===== config.mk =====
export PLATFORM = sky130hd
export DESIGN_NAME = stepper_feed_motion_state_machine
export DESIGN_NICKNAME = d
export VERILOG_FILES = /design/src/rtl/core/stfm_pkg.sv /design/src/rtl/core/stfm_in_stage.sv /design/src/rtl/core/stfm_fsm.sv /design/src/rtl/core/stfm_out_stage.sv /design/src/rtl/core/stepper_feed_motion_state_machine.sv
export SDC_FILE = /design/constraint.sdc
export NUM_CORES = 1
export LEC_CHECK = 0
export BUFFER_PORTS_ARGS = -buffer_cell sky130_fd_sc_hd__buf_2
export CELL_PAD_IN_SITES_DETAIL_PLACEMENT = 2
export CELL_PAD_IN_SITES_GLOBAL_PLACEMENT = 2
export CORE_ASPECT_RATIO = 0.7
export CORE_MARGIN = 2
export CORE_UTILIZATION = 39
export DETAILED_ROUTE_END_ITERATION = 10
export HOLD_SLACK_MARGIN = 0.15
export PLACE_DENSITY = 0.95
export SYNTH_ARGS = -nofsm -noshare
export SYNTH_HDL_FRONTEND = slang
export SYNTH_SLANG_ARGS = --single-unit

===== constraint.sdc =====
create_clock -name i_clk -period 6.4 [get_ports i_clk]
set_input_delay 0.32 -clock i_clk [delete_from_list [all_inputs] [get_ports i_clk]]
set_output_delay 0.32 -clock i_clk [all_outputs]
set_load 0.01 [all_outputs]

===== src/rtl/core/stfm_pkg.sv =====
// types, codes and helpers shared by the motion supervisor files
package stfm_pkg;

    localparam int SPEED_BITS = 20;
    localparam int SPEED_W    = 20;

    localparam logic [SPEED_W-1:0] SPEED_LIM =
        (SPEED_BITS >= SPEED_W) ? {SPEED_W{1'b1}}
                                : SPEED_W'((64'd1 << SPEED_BITS) - 64'd1);

    localparam logic [2:0] FN_TICK  = 3'd0;
    localparam logic [2:0] FN_STOP  = 3'd1;
    localparam logic [2:0] FN_SPEED = 3'd2;
    localparam logic [2:0] FN_START = 3'd3;
    localparam logic [2:0] FN_ACCEL = 3'd4;

    localparam logic [2:0] MS_STOPPED = 3'd0;
    localparam logic [2:0] MS_ACCEL   = 3'd1;
    localparam logic [2:0] MS_COAST   = 3'd2;
    localparam logic [2:0] MS_DECEL   = 3'd3;
    localparam logic [2:0] MS_CHDIR   = 3'd4;

    typedef enum logic [4:0] {
        ST_STOPPED = 5'b00001,
        ST_ACCEL   = 5'b00010,
        ST_COAST   = 5'b00100,
        ST_DECEL   = 5'b01000,
        ST_CHDIR   = 5'b10000
    } t_state;

    typedef struct packed {
        logic [2:0]         func;
        logic               req_direction;
        logic [SPEED_W-1:0] req_speed;
        logic [SPEED_W-1:0] cur_speed;
        logic               cur_direction;
        logic [SPEED_W-1:0] goal_speed;
        logic               goal_direction;
        logic               is_running;
    } t_in_item;

    typedef struct packed {
        logic [2:0]         motion_state;
        logic               set_speed_strobe;
        logic [SPEED_W-1:0] set_speed_value;
        logic               set_dir_strobe;
        logic               set_dir_value;
        logic               stop_strobe;
        logic               start_strobe;
    } t_result;

    function automatic logic [SPEED_W-1:0] sat_speed(input logic [SPEED_W-1:0] v);
        sat_speed = (v > SPEED_LIM) ? SPEED_LIM : v;
    endfunction

    function automatic logic [2:0] state_code(input t_state s);
        logic [2:0] c;
        case (s)
            ST_STOPPED: c = MS_STOPPED;
            ST_ACCEL:   c = MS_ACCEL;
            ST_COAST:   c = MS_COAST;
            ST_DECEL:   c = MS_DECEL;
            ST_CHDIR:   c = MS_CHDIR;
            default:    c = MS_STOPPED;
        endcase
        return c;
    endfunction

endpackage


===== src/rtl/core/stfm_in_stage.sv =====
// input register and upstream handshake
module stfm_in_stage (
    input  logic              i_clk,
    input  logic              i_rst_n,
    input  logic              i_valid,
    output logic              o_stall,
    input  stfm_pkg::t_in_item i_item,
    input  logic              i_out_busy,
    output logic              o_fire,
    output stfm_pkg::t_in_item o_item
);
    import stfm_pkg::*;

    logic     r_valid, n_valid;
    t_in_item r_item;
    logic     w_load;

    assign o_fire  = r_valid && !i_out_busy;
    assign o_stall = r_valid && i_out_busy;
    assign w_load  = i_valid && !o_stall;
    assign o_item  = r_item;

    always_comb begin
        n_valid = r_valid;
        if (w_load) begin
            n_valid = 1'b1;
        end else if (o_fire) begin
            n_valid = 1'b0;
        end
    end

    always_ff @(posedge i_clk) begin
        if (!i_rst_n) begin
            r_valid <= 1'b0;
        end else begin
            r_valid <= n_valid;
        end
    end

    always_ff @(posedge i_clk) begin
        if (w_load) begin
            r_item <= i_item;
        end
    end

endmodule


===== src/rtl/core/stfm_fsm.sv =====
// motion state register and event decode
module stfm_fsm (
    input  logic               i_clk,
    input  logic               i_rst_n,
    input  logic               i_fire,
    input  stfm_pkg::t_in_item i_item,
    output stfm_pkg::t_result  o_result
);
    import stfm_pkg::*;

    t_state r_state, n_state;
    logic [SPEED_W-1:0] w_rspd, w_cspd, w_gspd;
    logic w_sp, w_dr, w_stp, w_strt, w_idle, w_dchg;

    assign w_rspd = sat_speed(i_item.req_speed);
    assign w_cspd = sat_speed(i_item.cur_speed);
    assign w_gspd = sat_speed(i_item.goal_speed);
    assign w_dchg = i_item.cur_direction != i_item.req_direction;

    always_comb begin
        n_state = r_state;
        w_sp    = 1'b0;
        w_dr    = 1'b0;
        w_stp   = 1'b0;
        w_strt  = 1'b0;
        w_idle  = 1'b0;
        case (i_item.func)
            FN_TICK: begin
                case (r_state)
                    ST_CHDIR: begin
                        if (i_item.cur_direction == i_item.goal_direction &&
                            w_cspd != '0) begin
                            if (w_cspd < w_gspd) begin
                                n_state = ST_ACCEL;
                            end else if (w_cspd == w_gspd) begin
                                n_state = ST_COAST;
                            end
                        end
                    end
                    ST_ACCEL: begin
                        if (w_cspd == w_gspd) n_state = ST_COAST;
                    end
                    ST_DECEL: begin
                        if (w_cspd == w_gspd) begin
                            n_state = (w_cspd == '0) ? ST_STOPPED : ST_COAST;
                        end
                    end
                    default: ;
                endcase
            end
            FN_STOP: begin
                w_stp = 1'b1;
                case (r_state)
                    ST_CHDIR, ST_ACCEL, ST_COAST: n_state = ST_DECEL;
                    default: ;
                endcase
            end
            FN_SPEED: begin
                case (r_state)
                    ST_CHDIR, ST_ACCEL: begin
                        if (w_rspd < w_cspd) n_state = ST_DECEL;
                        w_sp = w_rspd != w_cspd;
                    end
                    ST_COAST: begin
                        if (w_rspd < w_cspd) begin
                            w_sp    = 1'b1;
                            n_state = ST_DECEL;
                        end else if (w_rspd > w_cspd) begin
                            w_sp    = 1'b1;
                            n_state = ST_ACCEL;
                        end
                    end
                    ST_DECEL: begin
                        w_sp = 1'b1;
                        if (w_rspd > w_cspd) begin
                            n_state = ST_ACCEL;
                        end else if (w_rspd == w_cspd) begin
                            n_state = ST_COAST;
                        end
                    end
                    ST_STOPPED: begin
                        w_sp    = 1'b1;
                        n_state = ST_ACCEL;
                    end
                    default: ;
                endcase
            end
            FN_START: begin
                case (r_state)
                    ST_ACCEL, ST_DECEL: begin
                        if (w_dchg) begin
                            n_state = ST_CHDIR;
                            w_dr    = 1'b1;
                        end else if (w_rspd > w_cspd) begin
                            n_state = ST_ACCEL;
                        end else if (w_rspd < w_cspd) begin
                            if (r_state == ST_ACCEL) n_state = ST_DECEL;
                        end else begin
                            n_state = ST_COAST;
                        end
                        w_sp = w_rspd != w_cspd;
                    end
                    ST_COAST: begin
                        if (w_dchg) begin
                            n_state = ST_CHDIR;
                            w_dr    = 1'b1;
                        end else if (w_rspd > w_cspd) begin
                            w_sp    = 1'b1;
                            n_state = ST_ACCEL;
                        end else if (w_rspd < w_cspd) begin
                            w_sp    = 1'b1;
                            n_state = ST_DECEL;
                        end else begin
                            w_idle = 1'b1;
                        end
                    end
                    ST_STOPPED: begin
                        w_dr = w_dchg;
                        if (w_rspd != '0) begin
                            n_state = ST_ACCEL;
                            w_sp    = 1'b1;
                        end
                    end
                    ST_CHDIR: begin
                        if (w_dchg) begin
                            w_dr = 1'b1;
                        end else if (w_rspd > w_cspd) begin
                            n_state = ST_ACCEL;
                        end else if (w_rspd == w_cspd) begin
                            n_state = ST_COAST;
                        end
                        w_sp = w_rspd != w_cspd;
                    end
                    default: ;
                endcase
                w_strt = !w_idle && !i_item.is_running;
            end
            default: ;
        endcase
    end

    always_ff @(posedge i_clk) begin
        if (!i_rst_n) begin
            r_state <= ST_STOPPED;
        end else if (i_fire) begin
            r_state <= n_state;
        end
    end

    always_comb begin
        o_result.motion_state     = state_code(n_state);
        o_result.set_speed_strobe = w_sp;
        o_result.set_speed_value  = w_sp ? w_rspd : '0;
        o_result.set_dir_strobe   = w_dr;
        o_result.set_dir_value    = w_dr & i_item.req_direction;
        o_result.stop_strobe      = w_stp;
        o_result.start_strobe     = w_strt;
    end

endmodule


===== src/rtl/core/stfm_out_stage.sv =====
// result register and downstream handshake
module stfm_out_stage (
    input  logic              i_clk,
    input  logic              i_rst_n,
    input  logic              i_fire,
    input  stfm_pkg::t_result i_result,
    input  logic              i_stall,
    output logic              o_valid,
    output logic              o_busy,
    output stfm_pkg::t_result o_result
);
    import stfm_pkg::*;

    logic    r_valid, n_valid;
    t_result r_result;

    assign o_busy   = r_valid && i_stall;
    assign o_valid  = r_valid;
    assign o_result = r_result;

    always_comb begin
        n_valid = r_valid;
        if (i_fire) begin
            n_valid = 1'b1;
        end else if (!i_stall) begin
            n_valid = 1'b0;
        end
    end

    always_ff @(posedge i_clk) begin
        if (!i_rst_n) begin
            r_valid <= 1'b0;
        end else begin
            r_valid <= n_valid;
        end
    end

    always_ff @(posedge i_clk) begin
        if (i_fire) begin
            r_result <= i_result;
        end
    end

endmodule


===== src/rtl/core/stepper_feed_motion_state_machine.sv =====
// top level of the stepper feed motion supervisor
//
//  channel   signals                 request
//  -------   ---------------------   ---------------------------------
//  event in  i_valid / o_stall       one event with ramp engine status
//  result    o_valid / i_stall       new state and command strobes
//
// every event gives one result, passing the input register and then the result register
// one event per cycle sustained while the result is not stalled: input register, decode, result register
// the state register updates as an event moves into the result register
// a stalled result holds and the input register still takes one more event
// synchronous reset returns the machine to stopped and empties both registers
module stepper_feed_motion_state_machine (
    input  logic        i_clk,
    input  logic        i_rst_n,
    input  logic        i_valid,
    output logic        o_stall,
    input  logic [2:0]  i_func,
    input  logic        i_req_direction,
    input  logic [19:0] i_req_speed,
    input  logic [19:0] i_cur_speed,
    input  logic        i_cur_direction,
    input  logic [19:0] i_goal_speed,
    input  logic        i_goal_direction,
    input  logic        i_is_running,
    output logic        o_valid,
    input  logic        i_stall,
    output logic [2:0]  o_motion_state,
    output logic        o_set_speed_strobe,
    output logic [19:0] o_set_speed_value,
    output logic        o_set_dir_strobe,
    output logic        o_set_dir_value,
    output logic        o_stop_strobe,
    output logic        o_start_strobe
);
    import stfm_pkg::*;

    t_in_item w_in_item, w_stage_item;
    t_result  w_next_result, w_out_result;
    logic     w_fire, w_out_busy;

    always_comb begin
        w_in_item.func           = i_func;
        w_in_item.req_direction  = i_req_direction;
        w_in_item.req_speed      = i_req_speed;
        w_in_item.cur_speed      = i_cur_speed;
        w_in_item.cur_direction  = i_cur_direction;
        w_in_item.goal_speed     = i_goal_speed;
        w_in_item.goal_direction = i_goal_direction;
        w_in_item.is_running     = i_is_running;
    end

    stfm_in_stage u_in (
        .i_clk      (i_clk),
        .i_rst_n    (i_rst_n),
        .i_valid    (i_valid),
        .o_stall    (o_stall),
        .i_item     (w_in_item),
        .i_out_busy (w_out_busy),
        .o_fire     (w_fire),
        .o_item     (w_stage_item)
    );

    stfm_fsm u_fsm (
        .i_clk    (i_clk),
        .i_rst_n  (i_rst_n),
        .i_fire   (w_fire),
        .i_item   (w_stage_item),
        .o_result (w_next_result)
    );

    stfm_out_stage u_out (
        .i_clk    (i_clk),
        .i_rst_n  (i_rst_n),
        .i_fire   (w_fire),
        .i_result (w_next_result),
        .i_stall  (i_stall),
        .o_valid  (o_valid),
        .o_busy   (w_out_busy),
        .o_result (w_out_result)
    );

    assign o_motion_state     = w_out_result.motion_state;
    assign o_set_speed_strobe = w_out_result.set_speed_strobe;
    assign o_set_speed_value  = w_out_result.set_speed_value;
    assign o_set_dir_strobe   = w_out_result.set_dir_strobe;
    assign o_set_dir_value    = w_out_result.set_dir_value;
    assign o_stop_strobe      = w_out_result.stop_strobe;
    assign o_start_strobe     = w_out_result.start_strobe;

endmodule


Word-level counts from Yosys, hierarchy flattened --
Index checks and enable logic that the tools add are counted.
Word-level totals: input port bits 71, word-level logic and storage cells 113, register bits 102, output and inout port bits 30
Operators by class: equality and inequality tests 18, multiplexer cells 49, reduce and logical (&&, ||, !) cells 21, bitwise operators 1, $lt $le $gt $ge 6
Operators with widths (count):
- $mux W5 | 18
- $gt A20 B20 Y1 const B | 3
- $mux W20 | 3
- $pmux W5 S4 | 3
- $eq A20 B20 Y1 | 2
- $lt A20 B20 Y1 | 2
- $reduce_bool A20 Y1 | 2
- $gt A20 B20 Y1 | 1
- $logic_not A20 Y1 | 1
- $ne A20 B20 Y1 | 1
- $mux W1 | 18
- $pmux W5 S3 | 1
- $pmux W3 S4 | 1
- $eq A5 B2 Y1 const B | 2
- $eq A5 B3 Y1 const B | 2
- $eq A5 B4 Y1 const B | 2
- $eq A5 B5 Y1 const B | 2
- $eq A3 B2 Y1 const B | 2
- $logic_and A1 B1 Y1 | 6
- $pmux W1 S3 | 2
- $reduce_or A2 Y1 | 3
- $reduce_or A3 Y1 | 2
- $eq A5 B1 Y1 const B | 1
- $logic_not A1 Y1 | 4
- other kinds (10) | 11

Longest topological paths before layout --
Gate-level depths: netlist (run 1).
depth after elaboration 10, mapped depth 11

By module --
From an unflattened synthesis (run 1), not the netlist that was laid out.
Unflattened totals: cell total of the unflattened synthesis 476, area, all modules 5332.6 um^2
By module, submodules not included:
- stfm_fsm | times used 1, area each 2393.5 um^2, cells each 373
- stfm_in_stage | times used 1, area each 2062.0 um^2, cells each 72
- stfm_out_stage | times used 1, area each 877.1 um^2, cells each 31

Worst setup path after synthesis (run 1) --
OpenSTA, ideal clock, no wires.
path kind reg-to-reg, start point register u_out.r_valid (netlist: u_out.o_valid), end point register u_in.r_item (netlist bit u_in.o_item[0]) (enable), stages on the path, launching flop included 3, buffers on the path 0, data arrival time 3.542 ns, setup time 0.500 ns, period minus slack after synthesis 4.042 ns, setup slack 2.358 ns, cell sequence dfxtp_1 > and3_1 > nor2b_1
On the way: word-level cells in the longest chain between the ends 4
Ends and longest elaborated chain:
- start, declared | line stfm_out_stage.sv:14 | logic r_valid, n_valid;
- start signal, assigned | line stfm_out_stage.sv:34 | r_valid <= n_valid;
- $logic_and A1 B1 Y1 | line stfm_out_stage.sv:17 | assign o_busy = r_valid && i_stall;
- $logic_and A1 B1 Y1 | line stfm_in_stage.sv:19 | assign o_stall = r_valid && i_out_busy;
- net o_stall | line stepper_feed_motion_state_machine.sv:17 | output logic o_stall,
- $logic_not A1 Y1 | line stfm_in_stage.sv:20 | assign w_load = i_valid && !o_stall;
- $logic_and A1 B1 Y1 | line stfm_in_stage.sv:20
- end signal, assigned | line stfm_in_stage.sv:42 | r_item <= i_item;
- end, declared | line stfm_in_stage.sv:15 | t_in_item r_item;
The timed path passes the listed nets, and every way through them passes these cells. A chain may end at the register's enable or synchronous reset.

==> results.ini, run 1 <==
[cts]
cts_tree=done
cts_setup_buffers=0
cts_inserted_buffers=9
clock_path_buffers=2
htreeDepth=3
clock_latency_ps=360
clk_pin_slew_ps=80
clockRootBuffer=clkbuf_16
cts_sinks=102
post_cts_resized=0

[pwr]
ir_worst_vdd_mv=0.158
p_leak_nw=2.77
power_density_nw_per_um2=235

[sta]
setup_violations=0
rsz0062_at_grt=no
period_needed_ps=3650
timing.final.max_slew_violations=0
hold_violations=0
timing.final.crit_share_pct=57.1
skew_ps=15.5
slew_headroom_pct=34.4
setup_slack_ps=2750
tightest_slew_ps=984
clock.fmax_mhz=274
tns_ps=0

[routing]
drcViolationCount=0
drt_iter0_drc=308
first_pass_iters=5
antenna_left=0
route.vias.total=4363
totalWireLength_um=19200
viasPerCell=5.60
wl_per_cell_um=24.7

[synthesis]
synthXorXnorAreaFrac_pct=0.816
yosysSeqAreaShare_pct=55.8
syn_area_um2=5360
synthCells=480
synthTopCellsByArea=edfxtp_1, ha_1, clkbuf_1, inv_1, a21oi_1
synth-adder-area-share_pct=9.33
synth_top_family_by_area=simple AND/OR/NAND/NOR gates
synth_compound_area_share_pct=10.6
synth_cell_type_count=63
async_flop_share_pct=0
ys.flop_type=edfxtp_1
netlist.area_leader.share_pct=53.2
ys_seq_elements=102
ys_warn_count=0
synth_mux_area_share_pct=0.583
yosysMostFrequentCell=edfxtp_1
avgSynthCellArea_um2=11.2
synth_area_leader_cell=edfxtp_1
syn_nets=591
synth_common_cells=edfxtp_1, clkbuf_1, inv_1
synth_edf_count=95
synthSimpleGateAreaFrac_pct=16.0

[placement]
dp.cells=715
post-place-ws_ps=2930
io_buffers=100
place_area_um2=5920
gp_congestion=0.901
dp.final_hpwl_um=12700

[setup_path]
cpMaxStageDelayCell=a222oi_1
crit_top_cell=nand3_1
slowest_delay_ps=620
endpoint_kind=flop
critical_path_required_ps=6540
cp_max_fo=4
arrival_ps=3800
crit_chain=inv_1 > ha_1 > nand4_1 > nor4_2 > a21bo_2 > nand3_1 > mux2_2 > a222oi_1 > nand3_1 > nor4_1
path_class=flop to flop
worstSetupStartpointType=flop

[finish]
drive_gt1_share_pct=22.4
fin_nets=700
design_area_um2=6670
postLayoutCoreUtil_pct=50.1
antennaDiodeCount=0
final_cells=779
syn2layout_area_growth_pct=24.4

[die]
rows=35
initial_core_util_pct=40.3
core_um2=13300
fp.dieW_um=144
die_y_um=102
fp.dieArea_um2=14700
io_pins=101

[grt]
antenna_found_initial=0
grt_pass1_vias=4798
grt_max_degree=68
grt_pass1_wl_um=28800
grt.overflow.total=0
grtUsageTotal_pct=27.0

[run]
maxCapViolCount=0

[run_status]
status=finished clean

[min_path]
hold_class=input pin to flop

## repair_timing
| action | CTS | global route |
|---|---|---|
| endpoints found under the setup margin | 0 | 0 |
| hold buffers | 44 | 4 |
| hold endpoints to repair | 44 | 4 |
## routing by layer
layer | GRT usage [%] | vias to the layer above | share of wire, %
met5 | 0 | - | 0
met4 | 8.81 | 0 | 2.8
met3 | 6.33 | 41 | 6.4
met2 | 46.6 | 201 | 49
met1 | 33.8 | 2173 | 42
li1 | - | 1948 | -
## flip-flops by register name, indices dropped and copies added, names as in the netlist
| name | flops |
|---|---|
| u_in.o_item | 67 |
| u_fsm.r_state | 5 |
| u_in.r_valid | 1 |
| u_out.o_valid | 1 |
| u_out.o_result | 28 |
## logic make-up (layout without fill, tap and decap cells)
family,after synthesis,count (layout)
XOR/XNOR,5,5
AND/OR/NAND/NOR,147,147
AO/OA/AOI/OAI,87,87
buffers and inverters,96,210
flip-flops,102,102
multiplexers,3,3
adder cells (fa/ha/maj),40,40
## critical path, delay by kind of cell, from the launching register on
family / cells / cell delay (ps)
adder cells (fa/ha/maj): 1 / 340
flip-flops: 1 / 460
multiplexers: 1 / 370
AND/OR/NAND/NOR: 5 / 1310
AO/OA/AOI/OAI: 2 / 890
buffers and inverters: 1 / 80
## per-stage QoR
stage	power, mW	hold slack, ps
detailed placement	1.01	498
finish	1.57	158
CTS	1.55	151
floorplan	0.922	396
global placement	0.982	490
global route	1.62	148
## cells in the final DEF, fill, tap and decap left out, types with 3 or more instances in the layout
cell / instances
buf_2: 100
edfxtp_1: 95
dlygate4sd3_1: 48
inv_1: 43
ha_1: 40
a21oi_1: 29
nand2_1: 26
and2_1: 23
nor2_1: 22
o21ai_0: 20
nor4_1: 11
nand4_1: 10
nand3_1: 10
and3_1: 9
clkbuf_16: 9
nor3_1: 7
dfxtp_1: 7
nor3b_1: 4
a211oi_1: 4
o211a_1: 4
or4_1: 3
xor2_1: 3
o211ai_1: 3
and4_1: 3
nand2b_1: 3
clkinvlp_4: 3
## power by group
group	switching (mW)	total, mW	leakage [nW]	internal [mW]
sequential	0.0407	0.811	0.991	0.770
clock	0.270	0.538	0.126	0.267
combinational	0.122	0.217	1.65	0.0947
total	0.434	1.57	2.77	1.13
## path summary, 6_finish.rpt
kind | to | startpoint | cells after the start | slack (ps)
hold reg to reg | u_out.o_valid$_SDFFE_PN0P_ | u_in.r_valid$_SDFFE_PN0P_ | 2 | 530
setup reg to reg | u_out.o_result[25]$_DFFE_PP_ | u_in.o_item[41]$_DFFE_PP_ | 10 | 2750
setup / recovery | u_out.o_result[25]$_DFFE_PP_ | u_in.o_item[41]$_DFFE_PP_ | 10 | 2750
hold / removal | u_in.o_item[36]$_DFFE_PP_ | i_cur_speed[13] | 1 | 160
## area by class of cell
| cell class | instances | area, um2 |
|---|---|---|
| clock buffer | 10 | 229 |
| fill | 1360 | 6640 |
| tap | 185 | 231 |
| timing repair buffer | 150 | 996 |
| multi-input combinational | 282 | 2010 |
| sequential | 102 | 2990 |
| inverter | 44 | 165 |
| clock inverter | 6 | 45.0 |
Note: power is estimated with default switching activity, not from simulation.
==> inputs of run 2 (changes only) <==
Settings changed: CORE_UTILIZATION 39 to 36, PLACE_DENSITY 0.95 to 0.9.
Clock period 6.4 ns to 3.8 ns, I/O delays scaled along.
==> run 2 against run 1 <==
  * Clock skew is 4.1 ps lower
  * Non-clock buffer count rose by 25
  * Maximum frequency is 5.1% higher
  * First-iteration DRC count is 0.97% higher
  * Largest power group unchanged
==> results.ini, run 2 (synthesis gave the netlist of run 1 again) <==
[routing]
wl_per_cell_um=23.4
drcViolationCount=0
first_pass_iters=5
route.vias.total=4404
drt_iter0_drc=311
antenna_left=0
totalWireLength_um=19000
viasPerCell=5.41

[min_path]
min_from=i_stall
hold_class=input pin to flop

[finish]
fin_nets=725
mostFrequentLayoutCells=buf_2, edfxtp_1, dlygate4sd3_1
drive_gt1_share_pct=21.6
largest_reg_flops=67
syn2layout_area_growth_pct=29.1
final_common_cell=buf_2
antennaDiodeCount=0

[setup_path]
crit_top_cell=nand3_1
worstSetupStartpointType=flop
path_class=flop to flop
slowest_delay_ps=510
critPathBufInv=1
endpoint_kind=flop
rr_startpoint=u_in.o_item[38]$_DFFE_PP_
cp_top_family=simple AND/OR/NAND/NOR gates
cpMaxStageDelayCell=a222oi_1
crit_start=u_in.o_item[38]$_DFFE_PP_
arrival_ps=3620
cp_max_fo=4
crit_chain=inv_1 > ha_1 > nand4_1 > nor4_2 > a21bo_2 > nand3_1 > mux2_2 > a222oi_1 > nand3_1 > nor4_1
critical_path_required_ps=3950

[sta]
tightest_slew_ps=722
clock.fmax_mhz=288
rsz0062_at_grt=no
timing.final.max_slew_violations=0
tns_ps=0
slew_headroom_pct=51.8
setup_violations=0
skew_ps=11.4
period_needed_ps=3480
timing.final.crit_share_pct=91.5
hold_violations=0
whs_ps=146

[pwr]
p_sw_mw=0.694
pwr-share-comb_pct=14.8
power_frac_clock_pct=33.1
power_density_nw_per_um2=377
p_leak_nw=2.87
switching_share_pct=26.6
p_int_mw=1.91
ir_worst_vdd_mv=0.218
p_seq_share_pct=52.1

[cts]
clockRootBuffer=clkbuf_16
postCtsHoldBufs=70
htreeDepth=3
cts_inserted_buffers=9
clock_path_buffers=2
clock_latency_ps=360
cts_setup_buffers=0
cts_sinks=102
cts_tree=done
clk_pin_slew_ps=70
post_cts_resized=0

[die]
rows=37
die_y_um=106
io_pins=101
fp.dieW_um=150
fp.dieArea_um2=15900
core_um2=14600
initial_core_util_pct=36.7

[placement]
dp.final_hpwl_um=13700
io_buffers=100
gp_congestion=0.919

[grt]
grt_max_degree=47
grt_pass1_vias=4880
grt.overflow.total=0
grtUsageTotal_pct=24.9
grt_pass1_wl_um=29000
antenna_found_initial=0

[run_status]
status=finished clean

[run]
maxCapViolCount=0

## run 2: cell types whose count changed in the layout (fill, tap and decap cells not counted), sizes merged
cell         before  now
clkinv            2    4
inv              45   43
dlygate4sd3      48   70
buf             102  105
## run 2: metrics by stage
stage	setup WS, ps	power, mW	util, %	instance area (um2)	cells
after CTS	347	2.62	47.3	6920	814
after floorplan	876	1.55	-	5370	480
after global routing	85.1	2.70	47.3	6920	814
after global placement	602	1.66	40.7	5950	728
final	322	2.61	47.3	6920	814
after detailed placement	354	1.70	40.7	5950	728
## run 2: power by group through the flow
stage,logic [mW],registers [mW],clock network [mW]
2_1_floorplan,0.200,1.35,0
3_3_place_gp,0.288,1.37,0
3_5_place_dp,0.317,1.38,0
4_1_cts,0.378,1.36,0.880
5_1_grt,0.424,1.37,0.914
6_report,0.385,1.36,0.863
## run 2: final timing paths
kind,end,slack (ps),depth (start not counted)
max,u_out.o_result[25]$_DFFE_PP_,320,10
min,u_out.o_valid$_SDFFE_PN0P_,150,3
max reg2reg,u_out.o_result[25]$_DFFE_PP_,320,10
min reg2reg,u_out.o_valid$_SDFFE_PN0P_,550,2
## run 2: worst min-delay path, stage by stage
cell and delay, ps:
buf_2 100, a21oi_1 60, nor2b_1 100
## run 2: routing by layer
| layer | global-route usage (%) | vias to the layer above | routed length (um) |
|---|---|---|---|
| met3 | 5.79 | 32 | 1140 |
| met5 | 0 | - | 0 |
| met1 | 31.6 | 2200 | 8210 |
| met4 | 5.80 | 0 | 302 |
| li1 | - | 1998 | - |
| met2 | 43.3 | 174 | 9380 |
## run 2: area by class of cell
class,count,area [um2]
multi-input cells,282,2010
inverters,44,165
clock buffers,10,229
clock inverters,6,38.8
flip-flops and latches,102,2990
repair buffers,175,1240
well taps,195,244
fillers,1515,7710
